==> src/hw/rtl/swrl_pkg.sv <==
// ----------------------------------------------------------------------------
// swrl_pkg: shared types and constants of the sliding-window rate limiter
// Field widths, divider step counts, register indexes, reset values and the sequencer states.
// ----------------------------------------------------------------------------
`default_nettype none

package swrl_pkg;

	// Field widths
	localparam int unsigned TIME_W   = 48;
	localparam int unsigned AMOUNT_W = 16;
	localparam int unsigned WORD_W   = 32;
	localparam int unsigned CFG_IDX_W = 4;

	// Divider work register and step counter
	localparam int unsigned NUM_W = 2 * WORD_W;
	localparam int unsigned CNT_W = 6;

	// Steps of the shared divider for a timestamp and for the weighted product
	localparam logic [CNT_W-1:0] TIME_STEPS_M1 = CNT_W'(TIME_W - 1);
	localparam logic [CNT_W-1:0] PROD_STEPS_M1 = CNT_W'(NUM_W - 1);

	// Configuration register indexes
	localparam logic [CFG_IDX_W-1:0] REG_WINDOW_LENGTH   = CFG_IDX_W'(0);
	localparam logic [CFG_IDX_W-1:0] REG_LIMIT_THRESHOLD = CFG_IDX_W'(1);

	// Configuration reset values
	localparam logic [WORD_W-1:0] WINDOW_LENGTH_RST   = WORD_W'(10);
	localparam logic [WORD_W-1:0] LIMIT_THRESHOLD_RST = WORD_W'(3);

	// Sequencer states
	typedef enum logic [2:0] {
		ST_IDLE,
		ST_DIV_T,
		ST_DIV_L,
		ST_UPDATE,
		ST_MUL,
		ST_DIV_P,
		ST_DONE
	} state_t;

endpackage : swrl_pkg

`default_nettype wire

==> src/hw/rtl/swrl_if.sv <==
// ----------------------------------------------------------------------------
// swrl_if: request channels of the sliding-window rate limiter
// Event channel, result channel and configuration write channel.
// ----------------------------------------------------------------------------
`default_nettype none

// Event request: timestamp and amount
interface swrl_evt_if;
	logic                           valid;
	logic                           ready;
	logic [swrl_pkg::TIME_W-1:0]    event_time;
	logic [swrl_pkg::AMOUNT_W-1:0]  amount;

	modport source (output valid, output event_time, output amount, input ready);
	modport sink   (input valid, input event_time, input amount, output ready);
endinterface : swrl_evt_if

// Result request: estimate and flags
interface swrl_res_if;
	logic                         valid;
	logic                         ready;
	logic [swrl_pkg::WORD_W-1:0]  estimate;
	logic                         over_limit;
	logic                         ignored;

	modport source (output valid, output estimate, output over_limit, output ignored,
		input ready);
	modport sink   (input valid, input estimate, input over_limit, input ignored,
		output ready);
endinterface : swrl_res_if

// Configuration write request: register index and data
interface swrl_cfg_if;
	logic                            valid;
	logic                            ready;
	logic [swrl_pkg::CFG_IDX_W-1:0]  index;
	logic [swrl_pkg::WORD_W-1:0]     data;

	modport source (output valid, output index, output data, input ready);
	modport sink   (input valid, input index, input data, output ready);
endinterface : swrl_cfg_if

`default_nettype wire

==> src/hw/rtl/sliding_window_rate_limiter_top.sv <==
// ----------------------------------------------------------------------------
// sliding_window_rate_limiter_top: two-slot sliding-window event counter
// Counts events per window, reports a weighted estimate and an over-limit flag.
// ----------------------------------------------------------------------------
// Usage:
//   evt  - event requests (event_time, amount). One result request per event.
//   res  - result requests (estimate, over_limit, ignored).
//   cfg  - register writes: index 0 window_length, index 1 limit_threshold;
//          other indexes are dropped. Taken only while the sequencer is idle.
// Timing: one restoring divider, one quotient bit per cycle, does the
//   divisions: event time / length (ST_DIV_T), latest time / length
//   (ST_DIV_L), then slot product / length (ST_DIV_P). The slot update
//   (ST_UPDATE) and the 32x32 multiply (ST_MUL) come between the second
//   and third division, and the final add is done in ST_DONE. A new event
//   is taken only once the result is loaded and the sequencer is idle.
// Stall: the result register holds its request while res.ready is low; the
//   next event is still accepted and worked on, and waits in the last state
//   until the result register frees up.
// Reset: arst_n clears both slots, the latest time, the result valid flag and
//   restores window_length = 10 and limit_threshold = 3. No clearing pass.
// A window_length of zero acts as one.
// ----------------------------------------------------------------------------
`default_nettype none

module sliding_window_rate_limiter_top (
	input  wire         clk,
	input  wire         arst_n,
	swrl_evt_if.sink    evt,
	swrl_res_if.source  res,
	swrl_cfg_if.sink    cfg
);
	import swrl_pkg::*;

	// Sequencer and architectural state
	state_t               state_q, state_d;
	logic [WORD_W-1:0]    win_len_q;
	logic [WORD_W-1:0]    threshold_q;
	logic [WORD_W-1:0]    slot0_q, slot1_q;
	logic [TIME_W-1:0]    latest_q;

	// Captured event
	logic [TIME_W-1:0]    t_q;
	logic [AMOUNT_W-1:0]  amt_q;

	// Shared divider
	logic [NUM_W-1:0]     num_q;
	logic [WORD_W-1:0]    rem_q;
	logic [CNT_W-1:0]     cnt_q;
	logic [WORD_W:0]      shifted;
	logic                 ge;
	logic [WORD_W:0]      rem_n;
	logic [NUM_W-1:0]     num_n;
	logic                 last_step;

	// Division results and estimate terms
	logic [TIME_W-1:0]    wq_q, cq_q;
	logic [WORD_W-1:0]    wr_q, cr_q;
	logic                 cur_q;
	logic                 ign_q;
	logic [WORD_W-1:0]    weight_q;

	// Result register
	logic                 res_valid_q;
	logic [WORD_W-1:0]    res_est_q;
	logic                 res_over_q;
	logic                 res_ign_q;

	// Combinational helpers
	logic [WORD_W-1:0]    len_eff;
	logic                 evt_fire;
	logic                 res_load;
	logic [TIME_W:0]      w_ext, c_ext;
	logic                 too_old, jump, next_win;
	logic                 use_t;
	logic [WORD_W-1:0]    slot_idx, slot_sum;
	logic [WORD_W:0]      sum_ext;
	logic [WORD_W-1:0]    rem_sel;
	logic [WORD_W-1:0]    slot_prev, slot_cur;
	logic [NUM_W-1:0]     prod;
	logic [WORD_W:0]      total;
	logic [WORD_W-1:0]    est;

	// Effective window length
	assign len_eff = (win_len_q == '0) ? WORD_W'(1) : win_len_q;

	// Handshakes
	assign evt.ready = (state_q == ST_IDLE);
	assign cfg.ready = (state_q == ST_IDLE);
	assign evt_fire  = evt.valid && evt.ready;
	assign res_load  = (state_q == ST_DONE) && (!res_valid_q || res.ready);

	// Divider step: one quotient bit
	assign shifted   = {rem_q, num_q[NUM_W-1]};
	assign ge        = (shifted >= {1'b0, len_eff});
	assign rem_n     = ge ? (shifted - {1'b0, len_eff}) : shifted;
	assign num_n     = {num_q[NUM_W-2:0], ge};
	assign last_step = (cnt_q == '0);

	// Window comparison
	assign w_ext    = {1'b0, wq_q};
	assign c_ext    = {1'b0, cq_q};
	assign too_old  = (w_ext + (TIME_W+1)'(1)) < c_ext;
	assign jump     = w_ext >= (c_ext + (TIME_W+1)'(2));
	assign next_win = (w_ext == (c_ext + (TIME_W+1)'(1)));
	assign use_t    = !too_old && (t_q > latest_q);

	// Saturating slot add
	assign slot_idx = wq_q[0] ? slot1_q : slot0_q;
	assign sum_ext  = {1'b0, slot_idx} + {(WORD_W+1-AMOUNT_W)'(0), amt_q};
	assign slot_sum = sum_ext[WORD_W] ? '1 : sum_ext[WORD_W-1:0];

	// Remainder of the new latest time
	assign rem_sel = use_t ? wr_q : cr_q;

	// Weighting multiply and final add
	assign slot_prev = cur_q ? slot0_q : slot1_q;
	assign slot_cur  = cur_q ? slot1_q : slot0_q;
	assign prod      = slot_prev * weight_q;
	assign total     = {1'b0, slot_cur} + {1'b0, num_q[WORD_W-1:0]};
	assign est       = total[WORD_W] ? '1 : total[WORD_W-1:0];

	// State register
	always_ff @(posedge clk or negedge arst_n) begin
		if (!arst_n) begin
			state_q <= ST_IDLE;
		end else begin
			state_q <= state_d;
		end
	end

	// Next state
	always_comb begin
		state_d = state_q;
		unique case (state_q)
			ST_IDLE: begin
				if (evt_fire) state_d = ST_DIV_T;
			end
			ST_DIV_T: begin
				if (last_step) state_d = ST_DIV_L;
			end
			ST_DIV_L: begin
				if (last_step) state_d = ST_UPDATE;
			end
			ST_UPDATE: begin
				state_d = ST_MUL;
			end
			ST_MUL: begin
				state_d = ST_DIV_P;
			end
			ST_DIV_P: begin
				if (last_step) state_d = ST_DONE;
			end
			ST_DONE: begin
				if (res_load) state_d = ST_IDLE;
			end
			default: begin
				state_d = ST_IDLE;
			end
		endcase
	end

	// Configuration registers
	always_ff @(posedge clk or negedge arst_n) begin
		if (!arst_n) begin
			win_len_q   <= WINDOW_LENGTH_RST;
			threshold_q <= LIMIT_THRESHOLD_RST;
		end else if (cfg.valid && cfg.ready) begin
			priority if (cfg.index == REG_WINDOW_LENGTH) begin
				win_len_q <= cfg.data;
			end else if (cfg.index == REG_LIMIT_THRESHOLD) begin
				threshold_q <= cfg.data;
			end
		end
	end

	// Slots and latest time
	always_ff @(posedge clk or negedge arst_n) begin
		if (!arst_n) begin
			slot0_q  <= '0;
			slot1_q  <= '0;
			latest_q <= '0;
		end else if (state_q == ST_UPDATE && !too_old) begin
			if (wq_q[0]) begin
				slot1_q <= (jump || next_win) ? WORD_W'(amt_q) : slot_sum;
				if (jump) slot0_q <= '0;
			end else begin
				slot0_q <= (jump || next_win) ? WORD_W'(amt_q) : slot_sum;
				if (jump) slot1_q <= '0;
			end
			if (use_t) latest_q <= t_q;
		end
	end

	// Datapath: event capture, shared divider, estimate terms
	always_ff @(posedge clk) begin
		unique case (state_q)
			ST_IDLE: begin
				if (evt_fire) begin
					t_q   <= evt.event_time;
					amt_q <= evt.amount;
					num_q <= {evt.event_time, (NUM_W-TIME_W)'(0)};
					rem_q <= '0;
					cnt_q <= TIME_STEPS_M1;
				end
			end
			ST_DIV_T: begin
				if (last_step) begin
					wq_q  <= num_n[TIME_W-1:0];
					wr_q  <= rem_n[WORD_W-1:0];
					num_q <= {latest_q, (NUM_W-TIME_W)'(0)};
					rem_q <= '0;
					cnt_q <= TIME_STEPS_M1;
				end else begin
					num_q <= num_n;
					rem_q <= rem_n[WORD_W-1:0];
					cnt_q <= cnt_q - CNT_W'(1);
				end
			end
			ST_DIV_L: begin
				if (last_step) begin
					cq_q <= num_n[TIME_W-1:0];
					cr_q <= rem_n[WORD_W-1:0];
				end else begin
					num_q <= num_n;
					rem_q <= rem_n[WORD_W-1:0];
					cnt_q <= cnt_q - CNT_W'(1);
				end
			end
			ST_UPDATE: begin
				ign_q    <= too_old;
				cur_q    <= use_t ? wq_q[0] : cq_q[0];
				weight_q <= len_eff - rem_sel - WORD_W'(1);
			end
			ST_MUL: begin
				num_q <= prod;
				rem_q <= '0;
				cnt_q <= PROD_STEPS_M1;
			end
			ST_DIV_P: begin
				num_q <= num_n;
				rem_q <= rem_n[WORD_W-1:0];
				if (!last_step) cnt_q <= cnt_q - CNT_W'(1);
			end
			ST_DONE: begin
			end
			default: begin
			end
		endcase
	end

	// Result register: valid flag
	always_ff @(posedge clk or negedge arst_n) begin
		if (!arst_n) begin
			res_valid_q <= 1'b0;
		end else if (res_load) begin
			res_valid_q <= 1'b1;
		end else if (res.ready) begin
			res_valid_q <= 1'b0;
		end
	end

	// Result register: payload
	always_ff @(posedge clk) begin
		if (res_load) begin
			res_est_q  <= est;
			res_over_q <= (est > threshold_q);
			res_ign_q  <= ign_q;
		end
	end

	assign res.valid      = res_valid_q;
	assign res.estimate   = res_est_q;
	assign res.over_limit = res_over_q;
	assign res.ignored    = res_ign_q;

	// The latest time only moves forward
	a_latest_mono: assert property (@(posedge clk) disable iff (!arst_n)
		1'b1 |=> latest_q >= $past(latest_q))
		else $error("latest time moved backward");

	// Partial remainder stays below the divisor while dividing
	a_rem_bound: assert property (@(posedge clk) disable iff (!arst_n)
		(state_q == ST_DIV_T || state_q == ST_DIV_L || state_q == ST_DIV_P)
			|-> rem_q < len_eff)
		else $error("divider remainder out of range");

	// The weight is below the window length
	a_weight_bound: assert property (@(posedge clk) disable iff (!arst_n)
		(state_q == ST_MUL) |-> weight_q < len_eff)
		else $error("weight not below window length");

	// A new result only comes out of the final state
	a_res_src: assert property (@(posedge clk) disable iff (!arst_n)
		$rose(res_valid_q) |-> $past(state_q == ST_DONE))
		else $error("result raised outside the final state");

endmodule : sliding_window_rate_limiter_top

`default_nettype wire
==> src/flat_wrapper.sv <==
// flat-port wrapper written by rule: the top's interface ports become plain ports
module sliding_window_rate_limiter_top_flat import swrl_pkg::*;
  (clk, arst_n, evt_valid, evt_event_time, evt_amount, evt_ready, res_valid, res_estimate, res_over_limit, res_ignored, res_ready, cfg_valid, cfg_index, cfg_data, cfg_ready);
  swrl_evt_if evt_i ();
  swrl_res_if res_i ();
  swrl_cfg_if cfg_i ();
  input  wire clk;
  input  wire arst_n;
  input wire logic [$bits(evt_i.valid)-1:0] evt_valid;
  input wire logic [$bits(evt_i.event_time)-1:0] evt_event_time;
  input wire logic [$bits(evt_i.amount)-1:0] evt_amount;
  output wire logic [$bits(evt_i.ready)-1:0] evt_ready;
  output wire logic [$bits(res_i.valid)-1:0] res_valid;
  output wire logic [$bits(res_i.estimate)-1:0] res_estimate;
  output wire logic [$bits(res_i.over_limit)-1:0] res_over_limit;
  output wire logic [$bits(res_i.ignored)-1:0] res_ignored;
  input wire logic [$bits(res_i.ready)-1:0] res_ready;
  input wire logic [$bits(cfg_i.valid)-1:0] cfg_valid;
  input wire logic [$bits(cfg_i.index)-1:0] cfg_index;
  input wire logic [$bits(cfg_i.data)-1:0] cfg_data;
  output wire logic [$bits(cfg_i.ready)-1:0] cfg_ready;
  assign evt_i.valid = evt_valid;
  assign evt_i.event_time = evt_event_time;
  assign evt_i.amount = evt_amount;
  assign evt_ready = evt_i.ready;
  assign res_valid = res_i.valid;
  assign res_estimate = res_i.estimate;
  assign res_over_limit = res_i.over_limit;
  assign res_ignored = res_i.ignored;
  assign res_i.ready = res_ready;
  assign cfg_i.valid = cfg_valid;
  assign cfg_i.index = cfg_index;
  assign cfg_i.data = cfg_data;
  assign cfg_ready = cfg_i.ready;
  sliding_window_rate_limiter_top u_core (.clk(clk), .arst_n(arst_n), .evt(evt_i), .res(res_i), .cfg(cfg_i));
endmodule
==> config.mk <==
export PLATFORM = sky130hd
export DESIGN_NAME = sliding_window_rate_limiter_top_flat
export DESIGN_NICKNAME = d
export VERILOG_FILES = /design/src/hw/rtl/swrl_pkg.sv /design/src/hw/rtl/swrl_if.sv /design/src/hw/rtl/sliding_window_rate_limiter_top.sv /design/src/flat_wrapper.sv
export SDC_FILE = /design/constraint.sdc
export NUM_CORES = 2
export LEC_CHECK = 0
export BUFFER_PORTS_ARGS = -buffer_cell sky130_fd_sc_hd__buf_2
export CAP_MARGIN = 10
export CORE_UTILIZATION = 50
export CTS_BUF_LIST = sky130_fd_sc_hd__clkbuf_8
export DETAILED_ROUTE_END_ITERATION = 8
export GPL_TIMING_DRIVEN = 0
export PLACE_DENSITY = 0.68
export REMOVE_ABC_BUFFERS = 1
export SYNTH_ARGS = -nofsm -noshare
export SYNTH_HDL_FRONTEND = slang
export SYNTH_SLANG_ARGS = --single-unit
==> constraint.sdc <==
create_clock -name clk -period 8.6 [get_ports clk]
set_input_delay 1.72 -clock clk [delete_from_list [all_inputs] [get_ports clk]]
set_output_delay 1.72 -clock clk [all_outputs]
set_load 0.01 [all_outputs]
==> metrics.md <==
| Metric | Value |
|---|---|
| Status | finished, violations left |
| Failing checks | negative setup slack |
| Vertical extent of the die | roughly 370 microns |
| Crit path required time | 9.08 ns |
| DR WL met3 | around 32 mm |
| Area fraction in compound gates after synthesis | 9.77% |
| Slew Limit Fails | 0 |
| Pin count of the biggest net entering global routing | 103 |
| Simple-gate portion of the synthesized area | about 15% |
| Layout fillers | about 12000 |
| Placer Congestion | between 0.9 and 1 |
| Met2 WL | 107 mm |
| Most used cell, CP | fa_2 |
| Layout overhead on the synthesized area | 14.0% |
| RSZ-0062 raised after global routing | true |
| Number of DRC violations after detailed routing | 0 |
| Setup-violating endpoint count in the final report | 28 |
| Multi-input gate area | 49600 sq um |
| Nets@finish | 8882 |
| All-layer global routing usage | between 30% and 40% |
| Row count | approximately 140 |
| Hold violation total from the final report | 0 |
| Biggest fanout along the worst timing path | 7 |
| Startpoint type of the worst setup path | flip-flop |
| Cell area after technology mapping | just under 70000 sq um |
| Number of clock sinks | approximately 570 |
| Starting Density | approximately half |
| Largest buffer count on any clock path | 3 |
| Max-cap violation count | 0 |
| Fraction of final layout cells with drive strength greater than 1 | about an eighth |
| Synthesized-area fraction occupied by xor and xnor cells | 3.89% |
| Overall routed net length | 249 mm |
| Drt initial violations | approximately 6500 |
| Width of the die | approximately 370 microns |
| Clk slew on worst S/H paths | approximately 0.070 ns |
| Post-DP HPWL | roughly 160 mm |
| Portion of netlist area occupied by mux cells | 2.92% |
| Total congestion overflow after global routing | 0 |
| Fin Hold WS | ~0.46 ns |
| Largest stage delay on the critical path | 0.61 ns |
| Final Cycle Share | 106% |
| Highest attainable clock frequency | 110 MHz |
| Floorplan die area | between 100000 and 150000 sq um |
| Average footprint of a synthesized cell | ~9.7 sq um |
| Arrival time of data at the critical path endpoint | approximately 9.6 ns |
| Top-Level Pins | about 140 |
| Share of flip-flops with an asynchronous set or reset after synthesis | 31.4% |
| Unique masters post-synth | 90 |
| Source-to-sink clock delay at the later pin of the worst-skew pair | between 0.8 and 0.9 ns |
| Min Clock Period, post-route | 9.12 ns |
| Synth Register Bits | ~570 |
| Highest routing layer actually used | met5 |
| Critical path type | flip-flop to flip-flop |
| Crit path capture type | flip-flop |
| Leak | around 36 nW |
| Floorplan Core Area | ~140000 sq um |
| Final Worst Setup Slack | -0.518 ns |
| Routed vias | 56000 |
| Warning count from the yosys run | 0 |
| Peak supply drop | 0.000166 V |
| Total routed wire length on the met1 layer | just over 90 mm |
| Detail-routed via count per cell | 6.06 |
| Sequential Area | 16300 sq um |
| Power after layout | between 0.015 and 0.02 W |
| Least-Margin Pin Slew | ~1.4 ns |
| Gate count after technology mapping | 7161 |
| H-tree depth | 3 |
| Clock tree from TritonCTS | built |
| Number of antenna violations at the first check in global routing | 55 |
| Clock buffers created by TritonCTS | 95 |
| Final ANT Viol Nets | 0 |
| Most frequent standard cell in the layout excluding fill and tap cells | inv_1 |
| Most frequently used flop master after synthesis | edfxtp_1 |
| Power density relative to cell area | 197 nW/um^2 |
| Post-synthesis sequential area ratio | 23.6% |
| Slew HR | about 8% |
| Number of enable-type register cells in the synthesized netlist | around 400 |
| Worst clock skew | 0.103 ns |
| Main combinational cell family by area after synthesis | adder cells |
| Number of hold buffers added after cts | 0 |
| Class of the tightest hold or removal check | flip-flop to flip-flop |
| Highest-delay cell along the critical path | fa_1 |
| WL per Instance | approximately 27 microns |
| Adder and majority cell fraction of the synthesized area | between 30% and 40% |
| Number of I/O port buffers | between 100 and 150 |
| Most frequent cells in the layout | inv_1, fa_1, nand2_1, and2_1, ha_1 |
| Detailed Routing Iterations Pass 1 | 9 |
| Number of global-route vias before repair | between 50000 and 60000 |
| Library cell used as clock root buffer | clkbuf_8 |
| Wire length of the first global-routing pass | 360 mm |
-- state kept, by name (all words and copies together) (netlist names), 3 cells and up --
signal / count
u_core.cq_q: 48
u_core.threshold_q: 32
u_core.latest_q: 48
u_core.weight_q: 32
u_core.wr_q: 32
u_core.res.estimate: 32
u_core.rem_q: 32
u_core.t_q: 48
u_core.cnt_q: 6
u_core.cr_q: 32
u_core.slot0_q: 32
u_core.wq_q: 48
u_core.num_q: 64
u_core.win_len_q: 32
u_core.amt_q: 16
u_core.state_q: 3
u_core.slot1_q: 32
-- power by group --
group          switching, W  total, W  internal, W
clock               0.00122   0.00243      0.00121
combinational       0.00508   0.00867      0.00359
sequential         0.000699   0.00446      0.00376
-- path summary, 6_finish.rpt --
path                                     start             endpoint  slack, ns  depth (start not counted)
worst max-delay path              u_core.cur_q     u_core.num_q[56]      -0.52                         32
worst min-delay path            u_core.t_q[18]  u_core.latest_q[18]       0.46                          2
worst max register to register    u_core.cur_q     u_core.num_q[56]      -0.52                         32
worst min register to register  u_core.t_q[18]  u_core.latest_q[18]       0.46                          2
max in group asynchronous               arst_n  u_core.latest_q[47]       6.52                          2
min in group asynchronous               arst_n    u_core.slot1_q[1]       0.93                          1
-- critical path, delay by kind of cell (launching register included) --
kind	cells	cell delay, ns
fa+ha+maj	9	4.41
mux	1	0.41
compound gates	3	0.53
buf+inv	11	1.32
xor+xnor	1	0.15
simple gates	7	1.45
flops	1	0.50
-- Yosys cell counts, types with 8 or more instances --
master | n | share of area [%]
inv_1 | 1153 | 6.3
fa_1 | 900 | 26
nand2_1 | 777 | 4.2
and2_1 | 637 | 5.8
ha_1 | 555 | 10
edfxtp_1 | 394 | 17
clkbuf_1 | 340 | 1.8
o21ai_0 | 278 | 2.0
a21oi_1 | 220 | 1.6
xnor2_1 | 209 | 2.6
nor2_1 | 205 | 1.1
dfrtp_1 | 176 | 6.4
a21o_1 | 157 | 1.7
mux2_2 | 130 | 2.1
xor2_1 | 98 | 1.2
nand4_1 | 95 | 0.86
nand3_1 | 89 | 0.64
nor3_1 | 67 | 0.49
mux2i_1 | 53 | 0.77
a222oi_1 | 47 | 0.68
o211ai_1 | 41 | 0.45
o21a_1 | 40 | 0.43
and3_1 | 36 | 0.33
nand2b_1 | 34 | 0.31
a211oi_1 | 33 | 0.36
nor2b_1 | 32 | 0.29
nor4_1 | 29 | 0.26
buf_2 | 24 | 0.17
or3_1 | 22 | 0.20
a22o_1 | 19 | 0.24
and4_1 | 19 | 0.24
a31oi_1 | 18 | 0.16
o21bai_1 | 18 | 0.20
o31ai_1 | 15 | 0.16
o221ai_1 | 13 | 0.16
buf_1 | 10 | 0.054
a2111oi_0 | 9 | 0.11
a21boi_0 | 9 | 0.098
or2_2 | 9 | 0.081
a211o_1 | 8 | 0.10
or4_1 | 8 | 0.087
-- per-stage QoR --
step                      cells  setup WS [ns]  utilization, %  TNS, ns  cell area (sq um)
after floorplan            6781         -0.938               -   -12.57              67600
after global placement     8716          -4.23            51.4  -480.22              70600
after detailed placement   8769          -2.60            52.4   -54.70              72000
after CTS                  9131         -0.304            56.3    -2.25              77300
after global routing       9214         -0.624            57.4    -9.27              78800
final                      9235         -0.518            57.4    -6.86              78800
-- layout make-up --
class                           count  share of cell area (%)
Sequential cell                   574                    20.7
Clock inverter                     75                   0.571
Inverter                         1155                    5.50
Antenna cell                       38                   0.121
Multi-Input combinational cell   5096                    62.9
Timing Repair Buffer              400                    5.52
Clock buffer                      103                    1.80
Tap cell                         1794                    2.85
-- routing by layer --
metal / up-vias / GRT usage (%)
li1: 23800 / -
met1: 28000 / 44.2
met2: 3306 / 52.1
met3: 854 / 11.5
met4: 24 / 21.5
met5: - / 0
-- logic make-up (layout without fill, tap and decap cells) --
| group | count (synthesis) | count (layout) |
|---|---|---|
| simple gates | 2085 | 2085 |
| flops | 574 | 574 |
| buf+inv | 1535 | 1733 |
| compound gates | 1021 | 1021 |
| fa+ha+maj | 1455 | 1455 |
| other cells | 0 | 38 |
| xor+xnor | 307 | 307 |
| mux | 184 | 228 |
-- repair_timing --
item,CTS,global route
cloned,47,6
endpoints found under the setup margin,53,45
pin swaps,69,108
resized for setup,292,136
setup buffers,137,51
(Power assumes the default switching activity.)
